===== config.mk =====
export PLATFORM = sky130hd
export DESIGN_NAME = bqt_front
export DESIGN_NICKNAME = d
export VERILOG_FILES = /design/src/hw/rtl/bqt_pkg.sv /design/src/hw/rtl/bqt_front.sv
export SDC_FILE = /design/constraint.sdc
export NUM_CORES = 1
export LEC_CHECK = 0
export ABC_AREA = 1
export BUFFER_PORTS_ARGS = -buffer_cell sky130_fd_sc_hd__buf_2
export CORE_AREA = 2 2 411 413
export DETAILED_ROUTE_END_ITERATION = 12
export DIE_AREA = 0 0 413 415
export GPL_ROUTABILITY_DRIVEN = 0
export HOLD_SLACK_MARGIN = 0.15
export RECOVER_POWER = 25
export SYNTH_ARGS = -nofsm -noshare
export SYNTH_HDL_FRONTEND = slang
export SYNTH_SLANG_ARGS = --single-unit

===== constraint.sdc =====
create_clock -name clock -period 35.7 [get_ports clock]
set_input_delay 5.355 -clock clock [delete_from_list [all_inputs] [get_ports clock]]
set_output_delay 5.355 -clock clock [all_outputs]
set_load 0.01 [all_outputs]

===== src/hw/rtl/bqt_pkg.sv =====
// shared types, constants and float compare helpers for the box query traversal block
`timescale 1ns / 1ps
`default_nettype none
package bqt_pkg;

   localparam int NODE_COUNT   = 4096;
   localparam int STACK_DEPTH  = 64;
   localparam int MAX_REPORTED = 63;
   localparam int NODE_W       = $clog2(NODE_COUNT);
   localparam int SP_W         = $clog2(STACK_DEPTH + 1);
   localparam int SA_W         = $clog2(STACK_DEPTH);
   localparam int REP_W        = $clog2(MAX_REPORTED + 1);
   localparam int WALK_W       = 17;
   localparam logic [WALK_W-1:0] WALK_LIMIT = 17'd65536;
   localparam logic [15:0] NO_CHILD  = 16'hFFFF;
   localparam int          LEAF_BIT  = 2;
   localparam logic [1:0]  AXIS_NONE = 2'd3;
   localparam logic        OP_WRITE  = 1'b0;
   localparam logic        OP_QUERY  = 1'b1;

   // six floats: min x,y,z then max x,y,z
   typedef logic [5:0][31:0] box_type;

   typedef struct packed {
      logic              is_query;
      logic [NODE_W-1:0] index;
      logic [63:0]       node_lo;
      logic [63:0]       node_hi;
      box_type           qbox;
      box_type           nbox;
   } item_type;

   typedef struct packed {
      logic [NODE_W-1:0] node;
      box_type           qbox;
      box_type           nbox;
   } stk_type;

   typedef enum logic [2:0] {
      ST_IDLE, ST_EVAL, ST_POP, ST_POP_WAIT, ST_DONE
   } state_type;

   function automatic logic fp_is_nan(input logic [31:0] a);
      return (a[30:23] == 8'hFF) && (a[22:0] != 23'd0);
   endfunction

   // ieee a < b, false on any nan, +0 equals -0
   function automatic logic fp_lt(input logic [31:0] a, input logic [31:0] b);
      logic res;
      if (fp_is_nan(a) || fp_is_nan(b)) res = 1'b0;
      else if ((a[30:0] == 31'd0) && (b[30:0] == 31'd0)) res = 1'b0;
      else if (a[31] != b[31]) res = a[31];
      else if (!a[31]) res = (a[30:0] < b[30:0]);
      else res = (a[30:0] > b[30:0]);
      return res;
   endfunction

   function automatic logic child_ok(input logic [15:0] c);
      return (c != NO_CHILD) && ({16'd0, c} < 32'(NODE_COUNT));
   endfunction

endpackage
`default_nettype wire


===== src/hw/rtl/bqt_front.sv =====
// front end: accepts transactions, decodes them and queues them for the walker
`timescale 1ns / 1ps
`default_nettype none
module bqt_front
   import bqt_pkg::*;
(
   input  wire logic        clock,
   input  wire logic        reset,
   input  wire logic        req_valid,
   output logic             req_ready,
   input  wire logic        req_opcode,
   input  wire logic [11:0] req_index,
   input  wire logic [63:0] req_node_low,
   input  wire logic [63:0] req_node_high,
   input  wire logic [63:0] req_query_x,
   input  wire logic [63:0] req_query_y,
   input  wire logic [63:0] req_query_z,
   input  wire logic [63:0] req_bound_x,
   input  wire logic [63:0] req_bound_y,
   input  wire logic [63:0] req_bound_z,
   output logic             item_valid,
   output item_type         item,
   input  wire logic        item_pop
);

   item_type   q_ff [2];
   logic       wp_ff, wp_in, rp_ff, rp_in;
   logic [1:0] cnt_ff, cnt_in;
   item_type   dec;
   logic       push;

   always_comb begin
      dec.is_query = (req_opcode == OP_QUERY);
      dec.index    = req_index[NODE_W-1:0];
      dec.node_lo  = req_node_low;
      dec.node_hi  = req_node_high;
      dec.qbox     = {req_query_z[63:32], req_query_y[63:32], req_query_x[63:32],
                      req_query_z[31:0], req_query_y[31:0], req_query_x[31:0]};
      dec.nbox     = {req_bound_z[63:32], req_bound_y[63:32], req_bound_x[63:32],
                      req_bound_z[31:0], req_bound_y[31:0], req_bound_x[31:0]};
   end

   assign req_ready  = (cnt_ff != 2'd2);
   assign push       = req_valid && req_ready;
   assign item_valid = (cnt_ff != 2'd0);
   assign item       = q_ff[rp_ff];

   always_comb begin
      wp_in  = push ? ~wp_ff : wp_ff;
      rp_in  = item_pop ? ~rp_ff : rp_ff;
      cnt_in = cnt_ff + {1'b0, push} - {1'b0, item_pop};
   end

   always_ff @(posedge clock) begin
      if (push) begin
         q_ff[wp_ff] <= dec;
      end
   end

   always_ff @(posedge clock) begin
      if (reset) begin
         wp_ff  <= 1'b0;
         rp_ff  <= 1'b0;
         cnt_ff <= 2'd0;
      end else begin
         wp_ff  <= wp_in;
         rp_ff  <= rp_in;
         cnt_ff <= cnt_in;
      end
   end

endmodule
`default_nettype wire


# --- Word-level counts from Yosys, hierarchy flattened ---
# Memories as Yosys holds them, arrays and structs flattened. A register that Yosys moved wholly into a read port is not among the register bits.
# Cells that the tools add are included.
word_totals:
  word_cells: 15
  ramBits: 1050
  regBits: 4
  mem_count: 1
classes:
  reduce_logical: 2
  muxes: 4
  eq_ne: 1
  bitwise_logic: 2
  add_sub_neg: 2
memory_table:
  columns: ["name", "words", "word_bits", "read_ports", "rd_clocked_by_memory_dff", "write_ports", "line_no", "text"]
  rows:
  - ["q_ff", 2, 525, 1, 1, 1, "bqt_front.sv:26", "item_type q_ff [2];"]
ops:
  columns: ["cell", "count"]
  rows:
  - ["1-bit two-way mux", 4]
  - ["2-bit by 1-bit adder with 2-bit output", 1]
  - ["2-bit inequality test, second input constant", 1]
  - ["1-bit NOT", 2]
  - ["2-bit nonzero test", 1]
  - ["2-bit by 1-bit subtractor with 2-bit output", 1]
  - ["1-bit logical AND", 1]

# --- Depth between registers and ports, before layout ---
# Gate-level depths: netlist of run 1.
depth:
  ltp_word: 4
  depth_mapped: 11
  depth_no_buf: 11

# --- Worst setup path before layout of run 1 ---
# OpenSTA, ideal clock, no wires.
synth_path:
  kind: "in2reg"
  start: "input port req_valid"
  end: "memory q_ff[0][0] (netlist bit) (enable)"
  setup_slack_ns: 7.064
  setup_time_ns: 1.429
  n_path_buf: 0
  required_ns: 34.271
  cell_stages: 2
  arrival_ns: 27.207
  path_cell_list: "nand2_1 nor2_1"
synth_via:
  elab_chain_cells: 3
synth_rtl:
  columns: ["element", "line_no", "text"]
  rows:
  - ["from (decl)", "bqt_front.sv:9", "input wire logic req_valid,"]
  - ["1-bit logical AND", "bqt_front.sv:44", "assign push = req_valid && req_ready;"]
  - ["1-bit two-way mux", "bqt_front.sv:55", "if (push) begin"]
  - ["1-bit two-way mux (not written as such)", "bqt_front.sv:56", "q_ff[wp_ff] <= dec;"]
  - ["to (decl)", "bqt_front.sv:26", null]
# Every way passes these cells.

==> results of run 1 <==
==> power breakdown <==
part / internal, uW / switching, uW / total (uW)
combinational: 143 / 230 / 373
clock: 663 / 492 / 1160
sequential: 1480 / 21.2 / 1510
total: 2290 / 743 / 3030
==> critical path, delay by kind of cell, from the launching register on <==
kind	cells	cell delay [ns]
DFF	1	0.79
buffers and inverters	4	2.36
muxes	1	0.43
==> stage by stage <==
| stage | total power (uW) | utilization | hold WS [ns] | worst slack (ns) |
|---|---|---|---|---|
| after floorplan | 1820 | - | 0.448 | 7.06 |
| after global placement | 1910 | 0.276 | 0.497 | 25.15 |
| after detailed placement | 1910 | 0.276 | 0.510 | 25.14 |
| after CTS | 3080 | 0.297 | 0.532 | 25.59 |
| after global routing | 3150 | 0.297 | 0.569 | 25.44 |
| final | 3030 | 0.297 | 0.532 | 25.77 |
==> sequential cells by signal, indices dropped and copies added (netlist names), named ones only <==
name    flops
wp_ff       1
q_ff     1050
cnt_ff      2
rp_ff       1
==> layout make-up <==
cell class                      instances  area (sq um)
Inverter                                6          22.5
Timing Repair Buffer                 1076          5320
Sequential cell                      1055         31600
Antenna cell                            6          15.0
Tap cell                             2204          2760
Clock buffer                          132          2900
Multi-Input combinational cell        546          6030
Clock inverter                         76           762
Fill cell                           16675        117000
==> final timing paths <==
kind / endpoint / slack, ns / cells after the start
hold / removal: rp_ff / 0.53 / 2
setup reg to reg: q_ff[1][196] / 30.28 / 8
hold reg to reg: rp_ff / 0.53 / 2
setup / recovery: item[297] / 25.77 / 5
==> cell usage after synthesis <==
master / count
edfxtp_1: 1050
mux2_2: 321
mux2_1: 204
buf_2: 30
buf_6: 28
nand2_1: 8
inv_1: 6
nor2_1: 6
dfxtp_1: 5
a21oi_1: 2
nand3_1: 2
xnor2_1: 2
ha_1: 1
==> per-layer routing <==
layer  vias to the layer above  wire [um]  part of all wire  GRT usage
li1                       8953          -                 -          -
met1                     10271      45100              0.38      0.152
met2                       964      60100              0.50      0.231
met3                       278      11100             0.092     0.0475
met4                         6       3560             0.030     0.0436
met5                         -         27           0.00023          0
==> kinds of logic after synthesis <==
group,Yosys count
compound gates,2
xor+xnor,2
fa+ha+maj,1
buf+inv,64
flops,1055
mux,525
simple gates,16
==> reports/metrics.yaml, run 1 <==
final_layout:
  area_delta_synth_final_pct: 29.6
  fin_area_sq_um: 49400
  layout_commonest_cell: "edfxtp_1"
  layout.nets: 3327
  drive_above_1_share: 0.498
  final_cell_mix: "1050 x edfxtp_1, 930 x buf_2, 321 x mux2_2"
  fin_cells: 5101
synthesis:
  yosys.area_share.simple: 0.00164
  ys_ff_latch: 1055
  synthCells: 1665
  synth_mux_area_frac: 0.155
  synth-xor-area-share: 0.000459
  yosysTopAreaCell: "edfxtp_1"
  avgSynthCellArea_sq_um: 22.9
  yosys.cell_types.count: 13
  synth_adder_area_share: 0.000328
  ys_seq_area_frac: 0.829
  synth_top_area_share: 0.827
  ys_warn_count: 0
  synth_top_family_by_area: "multiplexers"
  syn_area_sq_um: 38100
  syn-num-nets: 2195
  netlist_top_cells_area: "edfxtp_1 83%, mux2_2 9.5%, mux2_1 6.0%"
  synth_compound_area_frac: 0.000262
timing:
  worst_slew_pin_slew_ns: 1.19
  rsz0062_at_grt: "false"
  period_share: 0.278
  setup_violations: 0
  final.setup.tns_ns: 0
  final_hold_viol_count: 0
  min_period_ns: 9.93
  slew_viol_final: 0
  fmaxAchievable_mhz: 101
  relSlewSlack: 0.207
  clock_skew_ns: 0.0282
cts:
  cts.sinks: 1055
  postCtsResizedCells: 0
  cts_tree: "yes"
  clk_pin_slew_ns: 0.06
  cts_made_buffers: 112
  cts_setup_buffers: 0
  cts_buffer_depth: 3
  insertion_delay_ns: 0.75
  hold_buffers: 0
  htreeDepth: 3
  root_buffer: "clkbuf_16"
setup_path:
  cp_max_fo: 59
  critPathLaunchType: "register"
  slowest_stage: "dfxtp_4"
  crit_path_end_kind: "output port"
  max_stage_delay_ns: 0.79
  worstPathCellList: "buf_4, buf_4, buf_4, mux2_1, buf_2"
  crit_type: "reg -> out"
  required_ns: 30.34
  cp.arrival_ns: 4.58
  worstReg2RegStart: "cnt_ff[0]"
  path_common_cell: "buf_4"
die:
  die_x_um: 413
  die_h_um: 415
  die_area_sq_um: 171000
  start_util: 0.229
  io_pins: 1056
  coreArea_sq_um: 167000
  rows: 150
job:
  cap_viol_max_count: 0
grt:
  grt.total_usage: 0.133
  overflow: 0
  grt_pass1_wl_um: 159000
  grt_pass1_vias: 20825
  antenna_found_initial: 75
  grt_start_max_net_pins: 139
detailed_routing:
  via_count: 20472
  firstDrtPassIters: 5
  routedWlPerCell_um: 23.5
  drt_iter0_drc: 1373
  routed_wl_um: 120000
  viasPerCell: 4.01
  drcViolationCount: 0
  detail-route-antenna-nets: 0
power_and_ir_drop:
  p_per_area_nw_per_um2: 61.4
  ir_worst_vdd_uv: 43.5
  leakage_uw: 0.0176
placed_design:
  place_inst: 4887
  hpwl_um: 89500
  placed_area_sq_um: 45900
  port_buffers: 1055
status:
  status: "complete, no violations"
hold_path:
  worstHoldStart: "rp_ff"
  hold_path.class: "reg -> reg"
Note: power is estimated with default switching activity, not from simulation.
==> run 2: changes to the inputs <==
==> constraint.sdc (replaced) <==
create_clock -name clock -period 9 [get_ports clock]
set_input_delay 1.35 -clock clock [delete_from_list [all_inputs] [get_ports clock]]
set_output_delay 1.35 -clock clock [all_outputs]
set_load 0.01 [all_outputs]
==> run 2 against run 1 <==
Against the previous run: clock skew up 0.023 ns; register-to-register slack worse by 24 ns; sequential share of layout area about the same; die area is the same; first-iteration DRC count rose by 17%; utilization about the same; combinational power rose to 3.9 times the previous value; critical path depth fell by 1; worst setup slack worse by 22 ns.
==> reports/metrics.yaml, run 2 (synthesis gave the netlist of run 1 again) <==
detailed_routing:
  detail-route-antenna-nets: 0
  routed_wl_um: 117000
  drcViolationCount: 0
  viasPerCell: 4.04
  firstDrtPassIters: 5
  drt_iter0_drc: 1602
  routedWlPerCell_um: 23.0
  via_count: 20614
die:
  coreArea_sq_um: 167000
  die_h_um: 415
  die_x_um: 413
  io_pins: 1056
  rows: 150
  start_util: 0.229
  die_area_sq_um: 171000
grt:
  met1_usage: 0.154
  grt_use_met3: 0.0497
  grt_pass1_vias: 20623
  grt-busiest-layer: "met2"
  use_met2: 0.213
  grt_start_max_net_pins: 146
  antenna_found_initial: 95
  grt_pass1_wl_um: 157000
  grt.total_usage: 0.130
  overflow: 0
power_and_ir_drop:
  p_per_area_nw_per_um2: 241
  internal_power_uw: 9000
  switchingPower_uw: 2900
  power_frac_clock: 0.375
  comb_power_share: 0.122
  seq_power_share: 0.503
  p_sw_frac: 0.244
  leakage_uw: 0.0175
  ir_worst_vdd_uv: 165
timing:
  slew_viol_final: 0
  final_hold_viol_count: 0
  period_share: 0.527
  setup_violations: 0
  layout_setup_ws_ns: 4.26
  rsz0062_at_grt: "false"
  worst_slew_pin_slew_ns: 1.14
  clock_skew_ns: 0.0514
  min_period_ns: 4.74
  fmaxAchievable_mhz: 211
  final.setup.tns_ns: 0
  relSlewSlack: 0.237
final_layout:
  layout.nets: 3326
  nFillCells: 16555
  largest_reg_flops: 1050
  area_delta_synth_final_pct: 29.7
  final_cell_mix: "1050 x edfxtp_1, 915 x buf_2, 321 x mux2_2"
  layout_commonest_cell: "edfxtp_1"
  seq_area_sq_um: 31600
  largestRegisters: "q_ff x1050, cnt_ff x2"
  multi_input_area_sq_um: 6050
  largest_register: "q_ff"
  drive_above_1_share: 0.490
  fin_cells: 5108
placed_design:
  hpwl_um: 87400
  port_buffers: 1055
  place_inst: 4885
  pre_cts_slack_ns: 5.01
setup_path:
  crit_type: "reg -> out"
  timing.critical_path.to: "item[114]"
  reg2reg_to: "q_ff[0][518]"
  crit_path_end_kind: "output port"
  cp.arrival_ns: 3.39
  cp_max_fo: 135
  worstReg2RegStart: "cnt_ff[0]"
  required_ns: 7.65
  reg2reg_depth: 6
  r2r_slack_ns: 6.09
  critPathLaunchType: "register"
cts:
  cts_made_buffers: 113
  postCtsResizedCells: 0
  cts_tree: "yes"
  root_buffer: "clkbuf_16"
  insertion_delay_ns: 0.74
  hold_buffers: 0
  cts.sinks: 1055
  cts_setup_buffers: 0
  clk_pin_slew_ns: 0.06
  cts_buffer_depth: 3
  htreeDepth: 3
status:
  status: "complete, no violations"
hold_path:
  hold_path.class: "reg -> reg"
  whs_path_depth: 2
  worstHoldStart: "wp_ff"
job:
  cap_viol_max_count: 0
==> run 2: layer usage <==
layer / routed length [um] / share of wire
met5: 13 / 0.00011
met3: 12000 / 0.10
met4: 3840 / 0.033
met1: 45100 / 0.38
met2: 56300 / 0.48
==> run 2: layout make-up <==
type                            count  area share
Multi-Input combinational cell    546       0.122
Clock inverter                     69      0.0127
Sequential cell                  1055       0.640
Antenna cell                       15    0.000759
Clock buffer                      139      0.0596
Tap cell                         2204      0.0558
Timing Repair Buffer             1074       0.109
Inverter                            6    0.000455
==> run 2: how the worst min path moves through the flow <==
stage          endpoint
6_report          wp_ff
5_1_grt           wp_ff
4_1_cts        register
3_5_place_dp   register
3_3_place_gp      wp_ff
2_1_floorplan     wp_ff
==> run 2: metrics by stage <==
step	total power, uW	utilization	cell area [sq um]	hold slack [ns]
global route	12400	0.297	49400	0.548
detailed placement	7570	0.276	46000	0.505
finish	11900	0.297	49500	0.517
floorplan	6940	-	38200	0.479
global placement	7550	0.276	46000	0.496
CTS	12100	0.298	49600	0.517
==> run 2: power by group through the flow <==
stage               Combinational, uW  Sequential (uW)  Clock (uW)
finish                           1450             5990        4470
global route                     1570             6020        4780
CTS                              1490             5990        4610
detailed placement               1480             6090           0
global placement                 1470             6080           0
floorplan                         781             6160           0
==> run 2: worst max-delay path: stages, from the launching register on <==
cell and delay [ns]:
dfxtp_4 0.90, buf_12 0.36, buf_12 0.49, mux2_2 0.42, buf_2 0.14
==> run 3: changes to the inputs <==
--- a/config.mk
+++ b/config.mk
@@ -5,7 +5,7 @@
 export SDC_FILE = /design/constraint.sdc
 export NUM_CORES = 1
 export LEC_CHECK = 0
-export ABC_AREA = 1
+export ABC_AREA = 0
 export BUFFER_PORTS_ARGS = -buffer_cell sky130_fd_sc_hd__buf_2
 export CORE_AREA = 2 2 411 413
 export DETAILED_ROUTE_END_ITERATION = 12
==> constraint.sdc (replaced) <==
create_clock -name clock -period 3.9 [get_ports clock]
set_input_delay 0.585 -clock clock [delete_from_list [all_inputs] [get_ports clock]]
set_output_delay 0.585 -clock clock [all_outputs]
set_load 0.01 [all_outputs]
==> run 3 against run 2 <==
Against the previous run: wire length rose by 4.9%; sequential power rose by 130%; critical endpoint is now item[473]; first-iteration DRC count is 2.5% lower; global-route usage up 0.73 points; clock power increased by 120%; register-to-register slack got worse by 4.5 ns; highest routed layer unchanged; largest cell class unchanged; synthesized cell count is 0.18% lower; non-clock buffer count rose by 580; synthesized area barely moved.
==> reports/metrics.yaml, run 3 <==
cts:
  cts_setup_buffers: 0
  htreeDepth: 3
  hold_buffers: 528
  root_buffer: "clkbuf_16"
  cts_tree: "yes"
  clk_pin_slew_ns: 0.06
  cts_buffer_depth: 3
  cts_made_buffers: 109
  insertion_delay_ns: 0.76
  cts.sinks: 1055
  postCtsResizedCells: 0
synthesis:
  yosys.cell_types.count: 23
  netlist_top_cells_area: "edfxtp_1 83%, mux2_2 9.5%, mux2_1 6.0%"
  syn-num-nets: 2192
  ys_warn_count: 0
  synthCells: 1662
  avgSynthCellArea_sq_um: 23.0
  synth_commonest_cells: "1050 x edfxtp_1, 321 x mux2_2, 204 x mux2_1, 30 x buf_2, 28 x buf_6"
  synth_top_area_share: 0.826
  yosys_most_used_dff: "edfxtp_1"
  yosysMostFrequentCell: "edfxtp_1"
  ys_seq_area_frac: 0.829
  yosysTopAreaCell: "edfxtp_1"
  synth_edf_count: 1050
  async_reset_ff_frac: 0
  ys_ff_latch: 1055
  syn_area_sq_um: 38200
grt:
  grt_pass1_vias: 24040
  antenna_found_initial: 56
  grt.total_usage: 0.138
  grt_start_max_net_pins: 101
  grt_pass1_wl_um: 169000
  overflow: 0
final_layout:
  largestRegisters: "q_ff x1050, cnt_ff x2"
  layout.nets: 3899
  fin_util: 0.330
  largest_register: "q_ff"
  fin_cells: 5686
  drive_above_1_share: 0.397
  area_delta_synth_final_pct: 44.0
  layout_commonest_cell: "edfxtp_1"
  final_cell_mix: "1050 x edfxtp_1, 817 x buf_2, 528 x dlygate4sd3_1"
  largest_reg_flops: 1050
setup_path:
  crit_family: "buffers and inverters"
  cp.arrival_ns: 2.65
  worstReg2RegStart: "cnt_ff[0]"
  worstPathCellList: "buf_12, buf_12, mux2_1, buf_2"
  cp_max_fo: 56
  reg2reg_depth: 4
  critPathLaunchType: "register"
  required_ns: 3.31
  max_stage_delay_ns: 0.61
  path_buf_inv: 3
  reg2reg_to: "q_ff[0][279]"
  slowest_stage: "dfxtp_4"
  path_common_cell: "buf_12"
  crit_path_end_kind: "output port"
  r2r_slack_ns: 1.61
  crit_type: "reg -> out"
detailed_routing:
  drt_iter0_drc: 1562
  detail-route-antenna-nets: 0
  firstDrtPassIters: 5
  routed_wl_um: 123000
  drcViolationCount: 0
  via_count: 22892
  routedWlPerCell_um: 21.6
  viasPerCell: 4.03
hold_path:
  whs_path_depth: 2
  worstHoldStart: "rp_ff"
  hold_path.class: "reg -> reg"
  whs_endpoint: "rp_ff"
timing:
  rsz0062_at_grt: "false"
  fmaxAchievable_mhz: 309
  period_share: 0.829
  slew_viol_final: 0
  worst_slew_pin_slew_ns: 0.780
  final_hold_viol_count: 0
  min_period_ns: 3.23
  relSlewSlack: 0.480
  clock_skew_ns: 0.0465
  setup_violations: 0
power_and_ir_drop:
  p_per_area_nw_per_um2: 505
  leakage_uw: 0.0197
  ir_worst_vdd_uv: 385
placed_design:
  hpwl_um: 89800
  port_buffers: 1055
  place_inst: 4934
job:
  cap_viol_max_count: 0
die:
  start_util: 0.229
  die_x_um: 413
  io_pins: 1056
  rows: 150
  die_h_um: 415
  coreArea_sq_um: 167000
  die_area_sq_um: 171000
status:
  status: "complete, no violations"
[run 3: changes by cell type in the layout (fill, tap and decap cells not counted), moves of 3 or more]
cell,change
buf_2,-98
nand2_1,-6
buf_4,+43
diode_2,+14
clkbuf_2,+10
inv_1,-3
buf_12,+9
clkbuf_16,-5
clkbuf_1,+88
dlygate4sd3_1,+528
[run 3: cell type report]
cell class	instances	area, sq um
diodes	29	72.6
clock buffers	134	2820
clock inverters	61	537
fillers	16167	112000
inverters	4	18.8
multi-input cells	545	6060
flip-flops and latches	1055	31600
well taps	2204	2760
repair buffers	1654	11100
[run 3: cells by family (layout without fill, tap and decap cells)]
logic type,Yosys count,after routing,synth area share
AO/OA/AOI/OAI,4,4,0.000820
XOR/XNOR,2,2,0.000459
adder cells (fa/ha/maj),1,1,0.000328
buffers and inverters,62,1853,0.0126
flip-flops,1055,1055,0.829
multiplexers,525,525,0.155
other,0,29,0
AND/OR/NAND/NOR,13,13,0.00207
[run 3: worst max path at each step]
stage	startpoint	end	depth (start not counted)
detailed placement	register	item[473]	4
global route	register	item[473]	4
floorplan	req_valid	q_ff[0][0]	2
CTS	register	item[473]	4
global placement	register	item[473]	4
finish	register	item[473]	4
[run 3: worst register-to-register path, stage by stage, from the launching register on]
cell	delay (ns)
dfxtp_1	0.33
nand2b_2	0.22
nand3b_1	0.17
clkinvlp_4	0.52
buf_12	0.41
[run 3: stage by stage]
| step | setup slack, ns | setup TNS (ns) | power (uW) | hold slack (ns) | instance area (sq um) |
|---|---|---|---|---|---|
| floorplan | -5.09 | -3129.80 | 16000 | 0.480 | 38200 |
| global placement | 1.37 | 0 | 17600 | 0.496 | 46500 |
| detailed placement | 1.36 | 0 | 17700 | 0.498 | 46500 |
| CTS | 0.489 | 0 | 28200 | 0.443 | 55200 |
| global route | 0.492 | 0 | 28800 | 0.497 | 54900 |
| finish | 0.667 | 0 | 27800 | 0.529 | 55000 |
[run 3: layer usage]
| layer | vias to the layer above | wire (um) | GRT usage |
|---|---|---|---|
| met1 | 11475 | 46800 | 0.155 |
| li1 | 10137 | - | - |
| met2 | 1002 | 60800 | 0.235 |
| met5 | - | 116 | 0 |
| met3 | 260 | 10900 | 0.0498 |
| met4 | 18 | 4310 | 0.0544 |
[run 3: power by group]
| group | switching [uW] | total (uW) | internal, uW | leakage, uW |
|---|---|---|---|---|
| clock network | 4400 | 9880 | 5480 | 0.00162 |
| logic | 2300 | 4080 | 1780 | 0.00824 |
| registers | 213 | 13800 | 13600 | 0.00984 |
